$ cat config.mk
export PLATFORM = sky130hd
export DESIGN_NAME = windowed_percentile_duration_ceiling
export DESIGN_NICKNAME = d
export VERILOG_FILES = /design/src/rtl/wpdc_pkg.sv /design/src/rtl/wpdc_ctrl.sv /design/src/rtl/wpdc_dp.sv /design/src/rtl/windowed_percentile_duration_ceiling.sv
export SDC_FILE = /design/constraint.sdc
export NUM_CORES = 2
export LEC_CHECK = 0
export BUFFER_PORTS_ARGS = -buffer_cell sky130_fd_sc_hd__buf_2
export CORE_MARGIN = 3
export CORE_UTILIZATION = 42
export DETAILED_ROUTE_END_ITERATION = 10
export GPL_TIMING_DRIVEN = 0
export HOLD_SLACK_MARGIN = 0.08
export PLACE_DENSITY_LB_ADDON = 0.2
export REMOVE_ABC_BUFFERS = 1
export SETUP_SLACK_MARGIN = 0.2
export SYNTH_ARGS = -nofsm -noshare
export SYNTH_HDL_FRONTEND = slang
export SYNTH_SLANG_ARGS = --single-unit
$ cat constraint.sdc
create_clock -name clock -period 25.6 [get_ports clock]
set_clock_uncertainty 0.1 [all_clocks]
set_input_delay 5.12 -clock clock [delete_from_list [all_inputs] [get_ports clock]]
set_output_delay 5.12 -clock clock [all_outputs]
set_load 0.02 [all_outputs]
$ cat src/rtl/wpdc_pkg.sv
`timescale 1ns / 1ps

package wpdc_pkg;

   localparam int WINDOW_DEFAULT = 16;
   localparam int MAX_DUR        = 1024;

   localparam int DUR_W      = 16;
   localparam int QUANT_W    = 9;
   localparam int GAIN_W     = 4;
   localparam int CEIL_W     = 20;
   localparam int BAND_W     = 10;
   localparam int CNT_OUT_W  = 5;
   localparam int CSR_IDX_W  = 3;
   localparam int CSR_DATA_W = 16;

   localparam logic [DUR_W-1:0]   DUR_TOP = DUR_W'(MAX_DUR - 1);
   localparam logic [QUANT_W-1:0] Q_ONE   = QUANT_W'(256);
   localparam int                 Q_FRAC  = 8;
   localparam int                 Q_ROUND = 255;

   localparam logic CMD_APPEND = 1'b0;
   localparam logic CMD_CLEAR  = 1'b1;

   localparam logic [CSR_IDX_W-1:0] CSR_TOKEN_OFFSET   = 3'd0;
   localparam logic [CSR_IDX_W-1:0] CSR_QUANTILE_Q8    = 3'd1;
   localparam logic [CSR_IDX_W-1:0] CSR_FLOOR_DURATION = 3'd2;
   localparam logic [CSR_IDX_W-1:0] CSR_CEILING_GAIN   = 3'd3;
   localparam logic [CSR_IDX_W-1:0] CSR_MIN_DURATION   = 3'd4;
   localparam logic [CSR_IDX_W-1:0] CSR_MAX_DURATION   = 3'd5;

   localparam logic [DUR_W-1:0]   RST_TOKEN_OFFSET   = 16'd0;
   localparam logic [QUANT_W-1:0] RST_QUANTILE_Q8    = 9'd192;
   localparam logic [DUR_W-1:0]   RST_FLOOR_DURATION = 16'd0;
   localparam logic [GAIN_W-1:0]  RST_CEILING_GAIN   = 4'd1;
   localparam logic [DUR_W-1:0]   RST_MIN_DURATION   = 16'd0;
   localparam logic [DUR_W-1:0]   RST_MAX_DURATION   = 16'hFFFF;

   typedef struct packed {
      logic load;
      logic prep;
      logic sweep;
      logic scale;
      logic emit;
   } dp_cmd_type;

   typedef struct packed {
      logic sweep_done;
   } dp_status_type;

endpackage

$ cat src/rtl/wpdc_ctrl.sv
`timescale 1ns / 1ps

module wpdc_ctrl (
   input  logic                   clock,
   input  logic                   reset,
   input  logic                   req_valid,
   output logic                   req_ready,
   output logic                   rsp_valid,
   input  logic                   rsp_ready,
   input  wpdc_pkg::dp_status_type status,
   output wpdc_pkg::dp_cmd_type    cmd
);
   import wpdc_pkg::*;

   typedef enum logic [2:0] {
      ST_IDLE,
      ST_PREP,
      ST_SWEEP,
      ST_SCALE,
      ST_EMIT
   } state_type;

   state_type state_ff;
   logic      req_ready_ff;
   logic      rsp_valid_ff;

   always_comb begin
      cmd       = '0;
      cmd.load  = req_ready_ff && req_valid;
      cmd.prep  = (state_ff == ST_PREP);
      cmd.sweep = (state_ff == ST_SWEEP);
      cmd.scale = (state_ff == ST_SCALE);
      cmd.emit  = (state_ff == ST_EMIT) && (!rsp_valid_ff || rsp_ready);
   end

   always_ff @(posedge clock) begin
      if (reset) begin
         state_ff     <= ST_IDLE;
         req_ready_ff <= 1'b1;
         rsp_valid_ff <= 1'b0;
      end else begin
         if (cmd.emit) begin
            rsp_valid_ff <= 1'b1;
         end else if (rsp_valid_ff && rsp_ready) begin
            rsp_valid_ff <= 1'b0;
         end
         unique case (state_ff)
            ST_IDLE: begin
               if (cmd.load) begin
                  state_ff     <= ST_PREP;
                  req_ready_ff <= 1'b0;
               end
            end
            ST_PREP: begin
               state_ff <= ST_SWEEP;
            end
            ST_SWEEP: begin
               if (status.sweep_done) begin
                  state_ff <= ST_SCALE;
               end
            end
            ST_SCALE: begin
               state_ff <= ST_EMIT;
            end
            ST_EMIT: begin
               if (cmd.emit) begin
                  req_ready_ff <= 1'b1;
                  state_ff     <= ST_IDLE;
               end
            end
            default: begin
               state_ff <= ST_IDLE;
            end
         endcase
      end
   end

   assign req_ready = req_ready_ff;
   assign rsp_valid = rsp_valid_ff;

endmodule

$ cat src/rtl/wpdc_dp.sv
`timescale 1ns / 1ps

module wpdc_dp #(
   parameter int WINDOW = wpdc_pkg::WINDOW_DEFAULT
) (
   input  logic                                clock,
   input  logic                                reset,
   input  logic                                req_cmd,
   input  logic [wpdc_pkg::DUR_W-1:0]          req_duration_token,
   input  logic                                csr_we,
   input  logic [wpdc_pkg::CSR_IDX_W-1:0]      csr_index,
   input  logic [wpdc_pkg::CSR_DATA_W-1:0]     csr_wdata,
   input  wpdc_pkg::dp_cmd_type                cmd,
   output wpdc_pkg::dp_status_type             status,
   output logic [wpdc_pkg::CEIL_W-1:0]         rsp_ceiling,
   output logic [wpdc_pkg::BAND_W-1:0]         rsp_allowed_low,
   output logic [wpdc_pkg::BAND_W-1:0]         rsp_allowed_high,
   output logic [wpdc_pkg::CNT_OUT_W-1:0]      rsp_window_count
);
   import wpdc_pkg::*;

   localparam int CW = $clog2(WINDOW + 1);
   localparam int SW = $clog2(WINDOW + 2);
   localparam int PW = QUANT_W + CW;

   logic [DUR_W-1:0]   token_offset_ff, token_offset_in;
   logic [QUANT_W-1:0] quantile_ff, quantile_in;
   logic [DUR_W-1:0]   floor_ff, floor_in;
   logic [GAIN_W-1:0]  gain_ff, gain_in;
   logic [DUR_W-1:0]   min_dur_ff, min_dur_in;
   logic [DUR_W-1:0]   max_dur_ff, max_dur_in;

   logic [DUR_W-1:0]   line_ff [WINDOW];
   logic [DUR_W-1:0]   line_in [WINDOW];
   logic [WINDOW-1:0]  held_ff, held_in;
   logic [CW-1:0]      count_ff, count_in;
   logic [CW-1:0]      target_ff, target_in;
   logic [SW-1:0]      sweep_cnt_ff, sweep_cnt_in;

   logic               a_vld_ff, a_vld_in;
   logic               a_ok_ff, a_ok_in;
   logic [DUR_W-1:0]   a_cand_ff, a_cand_in;
   logic [WINDOW-1:0]  lt_ff, lt_in;
   logic [WINDOW-1:0]  le_ff, le_in;

   logic               b_vld_ff, b_vld_in;
   logic               b_ok_ff, b_ok_in;
   logic [DUR_W-1:0]   b_cand_ff, b_cand_in;
   logic [CW-1:0]      lt_cnt_ff, lt_cnt_in;
   logic [CW-1:0]      le_cnt_ff, le_cnt_in;

   logic [DUR_W-1:0]   pct_ff, pct_in;
   logic [CEIL_W-1:0]  ceil_ff, ceil_in;

   logic [CEIL_W-1:0]    rsp_ceiling_ff, rsp_ceiling_in;
   logic [BAND_W-1:0]    rsp_low_ff, rsp_low_in;
   logic [BAND_W-1:0]    rsp_high_ff, rsp_high_in;
   logic [CNT_OUT_W-1:0] rsp_count_ff, rsp_count_in;

   logic               rotate;
   logic [DUR_W-1:0]   dur;
   logic [QUANT_W-1:0] q_eff;
   logic [PW-1:0]      rank_full;
   logic [CW-1:0]      rank;
   logic [DUR_W-1:0]   recent;
   logic [DUR_W-1:0]   lowest;
   logic [CEIL_W-1:0]  highest;

   function automatic logic [CW-1:0] popcnt(input logic [WINDOW-1:0] v);
      logic [CW-1:0] s;
      s = '0;
      for (int i = 0; i < WINDOW; i++) begin
         s = s + CW'(v[i]);
      end
      return s;
   endfunction

   // configuration writes
   always_comb begin
      token_offset_in = token_offset_ff;
      quantile_in     = quantile_ff;
      floor_in        = floor_ff;
      gain_in         = gain_ff;
      min_dur_in      = min_dur_ff;
      max_dur_in      = max_dur_ff;
      if (csr_we) begin
         unique case (csr_index)
            CSR_TOKEN_OFFSET:   token_offset_in = csr_wdata;
            CSR_QUANTILE_Q8:    quantile_in     = csr_wdata[QUANT_W-1:0];
            CSR_FLOOR_DURATION: floor_in        = csr_wdata;
            CSR_CEILING_GAIN:   gain_in         = csr_wdata[GAIN_W-1:0];
            CSR_MIN_DURATION:   min_dur_in      = csr_wdata;
            CSR_MAX_DURATION:   max_dur_in      = csr_wdata;
            default: ;
         endcase
      end
   end

   assign rotate = cmd.sweep && (sweep_cnt_ff < SW'(WINDOW));
   assign dur    = (req_duration_token > token_offset_ff) ?
                   (req_duration_token - token_offset_ff) : '0;

   // window line: newest at slot 0, rotate one slot per cycle while ranking
   always_comb begin
      for (int i = 0; i < WINDOW; i++) begin
         line_in[i] = line_ff[i];
      end
      held_in  = held_ff;
      count_in = count_ff;
      if (cmd.load) begin
         if (req_cmd == CMD_CLEAR) begin
            count_in = '0;
         end else begin
            line_in[0] = dur;
            for (int i = 1; i < WINDOW; i++) begin
               line_in[i] = line_ff[i-1];
            end
            if (count_ff != CW'(WINDOW)) begin
               count_in = count_ff + 1'b1;
            end
         end
      end
      if (cmd.prep) begin
         for (int i = 0; i < WINDOW; i++) begin
            held_in[i] = (CW'(i) < count_ff);
         end
      end
      if (rotate) begin
         for (int i = 0; i < WINDOW; i++) begin
            line_in[i] = line_ff[(i + 1) % WINDOW];
            held_in[i] = held_ff[(i + 1) % WINDOW];
         end
      end
   end

   // nearest rank, at least one
   always_comb begin
      q_eff     = (quantile_ff > Q_ONE) ? Q_ONE : quantile_ff;
      rank_full = ((PW'(q_eff) * PW'(count_ff)) + PW'(Q_ROUND)) >> Q_FRAC;
      rank      = rank_full[CW-1:0];
      target_in = target_ff;
      if (cmd.prep) begin
         target_in = (rank == '0) ? CW'(1) : rank;
      end
   end

   always_comb begin
      sweep_cnt_in = sweep_cnt_ff;
      if (cmd.prep) begin
         sweep_cnt_in = '0;
      end else if (cmd.sweep) begin
         sweep_cnt_in = sweep_cnt_ff + 1'b1;
      end
   end

   assign status.sweep_done = (sweep_cnt_ff == SW'(WINDOW + 1));

   // compare row, count, select
   always_comb begin
      a_vld_in  = rotate;
      a_cand_in = line_ff[0];
      a_ok_in   = held_ff[0];
      for (int i = 0; i < WINDOW; i++) begin
         lt_in[i] = held_ff[i] && (line_ff[i] < line_ff[0]);
         le_in[i] = held_ff[i] && (line_ff[i] <= line_ff[0]);
      end
      b_vld_in  = a_vld_ff;
      b_ok_in   = a_ok_ff;
      b_cand_in = a_cand_ff;
      lt_cnt_in = popcnt(lt_ff);
      le_cnt_in = popcnt(le_ff);
      pct_in    = pct_ff;
      if (cmd.prep) begin
         pct_in = '0;
      end else if (b_vld_ff && b_ok_ff && (lt_cnt_ff < target_ff) &&
                   (target_ff <= le_cnt_ff)) begin
         pct_in = b_cand_ff;
      end
   end

   always_comb begin
      recent  = (pct_ff < floor_ff) ? floor_ff : pct_ff;
      ceil_in = ceil_ff;
      if (cmd.scale) begin
         ceil_in = CEIL_W'(gain_ff) * CEIL_W'(recent);
      end
   end

   // band and result register
   always_comb begin
      lowest  = (min_dur_ff > DUR_TOP) ? DUR_TOP : min_dur_ff;
      highest = (CEIL_W'(max_dur_ff) < ceil_ff) ? CEIL_W'(max_dur_ff) : ceil_ff;
      if (highest < CEIL_W'(lowest)) begin
         highest = CEIL_W'(lowest);
      end
      if (highest > CEIL_W'(DUR_TOP)) begin
         highest = CEIL_W'(DUR_TOP);
      end
      rsp_ceiling_in = rsp_ceiling_ff;
      rsp_low_in     = rsp_low_ff;
      rsp_high_in    = rsp_high_ff;
      rsp_count_in   = rsp_count_ff;
      if (cmd.emit) begin
         rsp_ceiling_in = ceil_ff;
         rsp_low_in     = lowest[BAND_W-1:0];
         rsp_high_in    = highest[BAND_W-1:0];
         rsp_count_in   = CNT_OUT_W'(count_ff);
      end
   end

   always_ff @(posedge clock) begin
      if (reset) begin
         token_offset_ff <= RST_TOKEN_OFFSET;
         quantile_ff     <= RST_QUANTILE_Q8;
         floor_ff        <= RST_FLOOR_DURATION;
         gain_ff         <= RST_CEILING_GAIN;
         min_dur_ff      <= RST_MIN_DURATION;
         max_dur_ff      <= RST_MAX_DURATION;
         held_ff         <= '0;
         count_ff        <= '0;
         sweep_cnt_ff    <= '0;
         a_vld_ff        <= 1'b0;
         b_vld_ff        <= 1'b0;
      end else begin
         token_offset_ff <= token_offset_in;
         quantile_ff     <= quantile_in;
         floor_ff        <= floor_in;
         gain_ff         <= gain_in;
         min_dur_ff      <= min_dur_in;
         max_dur_ff      <= max_dur_in;
         held_ff         <= held_in;
         count_ff        <= count_in;
         sweep_cnt_ff    <= sweep_cnt_in;
         a_vld_ff        <= a_vld_in;
         b_vld_ff        <= b_vld_in;
      end
   end

   always_ff @(posedge clock) begin
      for (int i = 0; i < WINDOW; i++) begin
         line_ff[i] <= line_in[i];
      end
      target_ff      <= target_in;
      a_ok_ff        <= a_ok_in;
      a_cand_ff      <= a_cand_in;
      lt_ff          <= lt_in;
      le_ff          <= le_in;
      b_ok_ff        <= b_ok_in;
      b_cand_ff      <= b_cand_in;
      lt_cnt_ff      <= lt_cnt_in;
      le_cnt_ff      <= le_cnt_in;
      pct_ff         <= pct_in;
      ceil_ff        <= ceil_in;
      rsp_ceiling_ff <= rsp_ceiling_in;
      rsp_low_ff     <= rsp_low_in;
      rsp_high_ff    <= rsp_high_in;
      rsp_count_ff   <= rsp_count_in;
   end

   assign rsp_ceiling      = rsp_ceiling_ff;
   assign rsp_allowed_low  = rsp_low_ff;
   assign rsp_allowed_high = rsp_high_ff;
   assign rsp_window_count = rsp_count_ff;

endmodule

$ cat src/rtl/windowed_percentile_duration_ceiling.sv
// Sliding-window percentile duration ceiling. Each req item either appends a
// duration token (offset removed, floored at zero) to a window of the last
// WINDOW durations or clears the window; each item yields exactly one rsp item
// holding the ceiling (gain times the nearest-rank percentile, raised to the
// floor), the clamped allowed duration band and the current window count.
// An item passes through the prep, sweep, scale and emit states from acceptance
// to its result being loaded into the output register; the sweep ranks the
// window by rotating it past one comparator row, one candidate per cycle,
// through a two-stage count pipeline. One item is in work at a time; req_ready
// returns as soon as the result enters the output register, so the next item
// can be taken while that result waits on rsp_ready.
// Configuration registers are written through csr_we/csr_index/csr_wdata by
// the user, only while no item is in work; the block does not enforce this.
`timescale 1ns / 1ps

module windowed_percentile_duration_ceiling #(
   parameter int WINDOW = wpdc_pkg::WINDOW_DEFAULT
) (
   input  logic                            clock,
   input  logic                            reset,
   input  logic                            req_valid,
   output logic                            req_ready,
   input  logic                            req_cmd,
   input  logic [wpdc_pkg::DUR_W-1:0]      req_duration_token,
   output logic                            rsp_valid,
   input  logic                            rsp_ready,
   output logic [wpdc_pkg::CEIL_W-1:0]     rsp_ceiling,
   output logic [wpdc_pkg::BAND_W-1:0]     rsp_allowed_low,
   output logic [wpdc_pkg::BAND_W-1:0]     rsp_allowed_high,
   output logic [wpdc_pkg::CNT_OUT_W-1:0]  rsp_window_count,
   input  logic                            csr_we,
   input  logic [wpdc_pkg::CSR_IDX_W-1:0]  csr_index,
   input  logic [wpdc_pkg::CSR_DATA_W-1:0] csr_wdata
);
   import wpdc_pkg::*;

   dp_cmd_type    dp_cmd;
   dp_status_type dp_status;

   wpdc_ctrl u_ctrl (
      .clock     (clock),
      .reset     (reset),
      .req_valid (req_valid),
      .req_ready (req_ready),
      .rsp_valid (rsp_valid),
      .rsp_ready (rsp_ready),
      .status    (dp_status),
      .cmd       (dp_cmd)
   );

   wpdc_dp #(
      .WINDOW (WINDOW)
   ) u_dp (
      .clock              (clock),
      .reset              (reset),
      .req_cmd            (req_cmd),
      .req_duration_token (req_duration_token),
      .csr_we             (csr_we),
      .csr_index          (csr_index),
      .csr_wdata          (csr_wdata),
      .cmd                (dp_cmd),
      .status             (dp_status),
      .rsp_ceiling        (rsp_ceiling),
      .rsp_allowed_low    (rsp_allowed_low),
      .rsp_allowed_high   (rsp_allowed_high),
      .rsp_window_count   (rsp_window_count)
   );

`ifndef NO_ASSERTIONS
   a_emit_free: assert property (@(posedge clock) disable iff (reset)
      dp_cmd.emit |-> (!rsp_valid || rsp_ready))
      else $error("result loaded over an untaken item");

   a_busy_no_accept: assert property (@(posedge clock) disable iff (reset)
      (dp_cmd.sweep || dp_cmd.scale || dp_cmd.prep) |-> !req_ready)
      else $error("input ready while an item is in work");

   a_accept_prep: assert property (@(posedge clock) disable iff (reset)
      (req_valid && req_ready) |=> dp_cmd.prep)
      else $error("accepted item did not start ranking");

   a_band_order: assert property (@(posedge clock) disable iff (reset)
      rsp_valid |-> (rsp_allowed_low <= rsp_allowed_high))
      else $error("allowed band inverted");
`endif

endmodule
==> reports/qor.txt <==
Status: finished, final reports clean
TritonCTS clock tree: done
Leading area contributor after synthesis: edfxtp_1
Routed len/inst: 17.5 um
# Max-Cap Violations: 0
Synth top area share: 31.4%
Crit. End Element: flip-flop
Crit path kind: primary input to flip-flop
Clk root buf: clkbuf_16
Top_reg_cell synth: edfxtp_1
Final Cell Area: 34900 um^2
H-tree depth: 2
Final ANT Viol Nets: 0
Sequential share of power: 45.1%
Post-CTS Setup Bufs: 0
Hold_ws: 225 ps
Die X: 278 um
Most frequent cell after synthesis: nand2_1
Hold_buf cts: 0
Biggest register: u_dp.line_ff
Die Ht: 278 um
Layout cells sized above 1: 7.24%
Clk sinks: 526
Placer Congestion: 0.877
Num CTS Buffers: 59
First-pass GRT wire length: 122 mm
Register area share after synthesis: 44.3%
Share of flip-flops with an asynchronous set or reset: 0%
Worst EP arrival: 7890 ps
Fin cells: 4357
Nets: 3828
Tot Pwr: 2.27 mW
Place WS: 17250 ps
Initial Utilization: 42.5%
Min-Delay Path Class: flip-flop to flip-flop
Post-synth EDFFs: 326
Layout area overhead: 12.2%
Startpoint Class: primary input
Post-Place Cells: 4245
Max reg flops: 256
1st-iter DRT viols: 1260
Die Area: 77500 um^2
Measured slew at the worst slew-check pin: 1320 ps
Worst R2R Setup Slack: 19210 ps
Synth unique cells: 71
Critical Path RT: 25840 ps
Post-Syn Instances: 3275
Total congestion overflow: 0
Setup slack after layout: 17940 ps
Core Rows: 99
Finish-stage setup viols: 0
Synth top area cells: edfxtp_1 31%, ha_1 15%, dfxtp_1 13%
Leak: 15.2 nW
Final worst path period share: 29.9%
Int Power: 1.64 mW
Pwr per Cell Area: 65.1 nW/um^2
Mapped Area: 31100 um^2
Number of hold violations in the final report: 0
Clock Pin Slew Worst Setup and Hold Paths: 60 ps
VDD IR-drop max: 0.0575 mV
Boundary Pins: 88
Syn Area/Cell: 9.51 um^2
Dpl cell area: 32900 um^2
DR vias: 22560
Initial antenna violation count: 0
Comb power frac: 16.3%
Slew Viols, Final: 0
Seq cells post-synth: 526
Vias per cell: 5.18
Max_slew headroom: 11.9%
CP max FO: 13
Vias in the first global route: 22809
HPWL Detailed: 56.2 mm
Resized Gates After CTS: 0
GRT Total Usage: 19.6%
Warnings from Yosys: 0
Worst-Skew Late Latency: 630 ps
Core area: 73200 um^2
Clk buf depth: 3
Clock Power Share: 38.7%
N_diodes: 0
First-pass DRT Iterations: 5
F_max: 131 MHz
Largest net degree at the start of global routing: 70
Top post-synthesis cells by count: 952 x nand2_1, 367 x ha_1, 326 x edfxtp_1, 234 x inv_1, 200 x dfxtp_1
RSZ-0062 raised after global routing: false
DRC Markers: 0
IO buf count: 87
Switching Share: 27.7%
Fin crit period: 7660 ps
NetSw: 631 uW
DRT Wirelength: 76.4 mm
-- power groups by stage --
| stage | sequential [mW] | combinational, mW | clock [mW] |
|---|---|---|---|
| after floorplan | 1.06 | 0.264 | 0 |
| after global placement | 1.09 | 0.376 | 0 |
| after detailed placement | 1.04 | 0.371 | 0 |
| after CTS | 1.03 | 0.374 | 0.903 |
| after global routing | 1.03 | 0.425 | 0.938 |
| final | 1.03 | 0.370 | 0.880 |
-- area by class of cell --
type | instances | area, um^2
Inverter | 234 | 878
Sequential cell | 526 | 13800
Timing Repair Buffer | 112 | 960
Clock inverter | 29 | 295
Clock buffer | 82 | 1720
Fill cell | 7006 | 38300
Tap cell | 959 | 1200
Multi-Input combinational cell | 2415 | 16100
-- placed cells by master, fill, tap and decap left out, types with 18 or more instances in the layout --
master,synthesis,final
a21o_1,60,60
a21oi_1,156,156
a31oi_1,18,18
and2_1,22,22
buf_12,0,20
buf_2,18,86
clkbuf_16,0,64
dfxtp_1,200,200
edfxtp_1,326,326
fa_1,72,72
ha_1,367,367
inv_1,234,233
mux2i_1,35,35
nand2_1,952,952
nand2b_1,27,26
nand3_1,39,39
nand3b_1,22,22
nand4_1,40,40
nor2_1,110,109
nor2b_1,65,64
nor3_1,27,26
nor4_1,21,21
o21a_1,60,60
o21ai_0,130,129
xnor2_1,28,28
xor2_1,18,18
-- final timing paths --
kind,start,to,depth (start not counted)
worst min-delay path,u_dp.a_cand_ff[11],u_dp.b_cand_ff[11],0
worst max register to register,u_dp.floor_ff[9],u_dp.ceil_ff[18],21
worst max-delay path,req_duration_token[0],u_dp.line_ff[0][9],13
worst min register to register,u_dp.a_cand_ff[11],u_dp.b_cand_ff[11],0
-- cell families (layout without fill, tap and decap cells) --
kind of cell / after synthesis / count (layout) / share of synthesized area [%]
AND/OR/NAND/NOR: 1365 / 1365 / 18.9
flip-flops: 526 / 526 / 44.3
AO/OA/AOI/OAI: 513 / 513 / 10.4
adder cells (fa/ha/maj): 439 / 439 / 19.4
buffers and inverters: 339 / 457 / 4.24
XOR/XNOR: 46 / 46 / 1.29
multiplexers: 45 / 45 / 1.52
other: 2 / 7 / 0.0241
-- critical path, stage by stage --
cell and delay (ps):
buf_2 100, inv_1 80, ha_1 180, inv_1 50, fa_1 430, a211oi_1 320, o21ai_0 160, a21oi_1 300
o2bb2ai_1 240, o21ai_0 150, and3_1 230, inv_1 340, o21ai_0 180
-- metal layers --
layer  global-route usage, %  share of wire, %  vias up
li1                        -                 -    11409
met1                    24.9                45    10630
met2                    34.4                49      387
met3                    2.47               3.4      134
met4                    6.77               3.4        0
met5                       0                 0        -
-- per-stage QoR --
step	utilization (%)	setup TNS, ps
after CTS	47.7	0
after detailed placement	44.9	0
after global routing	47.7	0
after floorplan	-	-1890120
final	47.7	0
after global placement	44.2	-
Power figures use the tool's default switching activity.
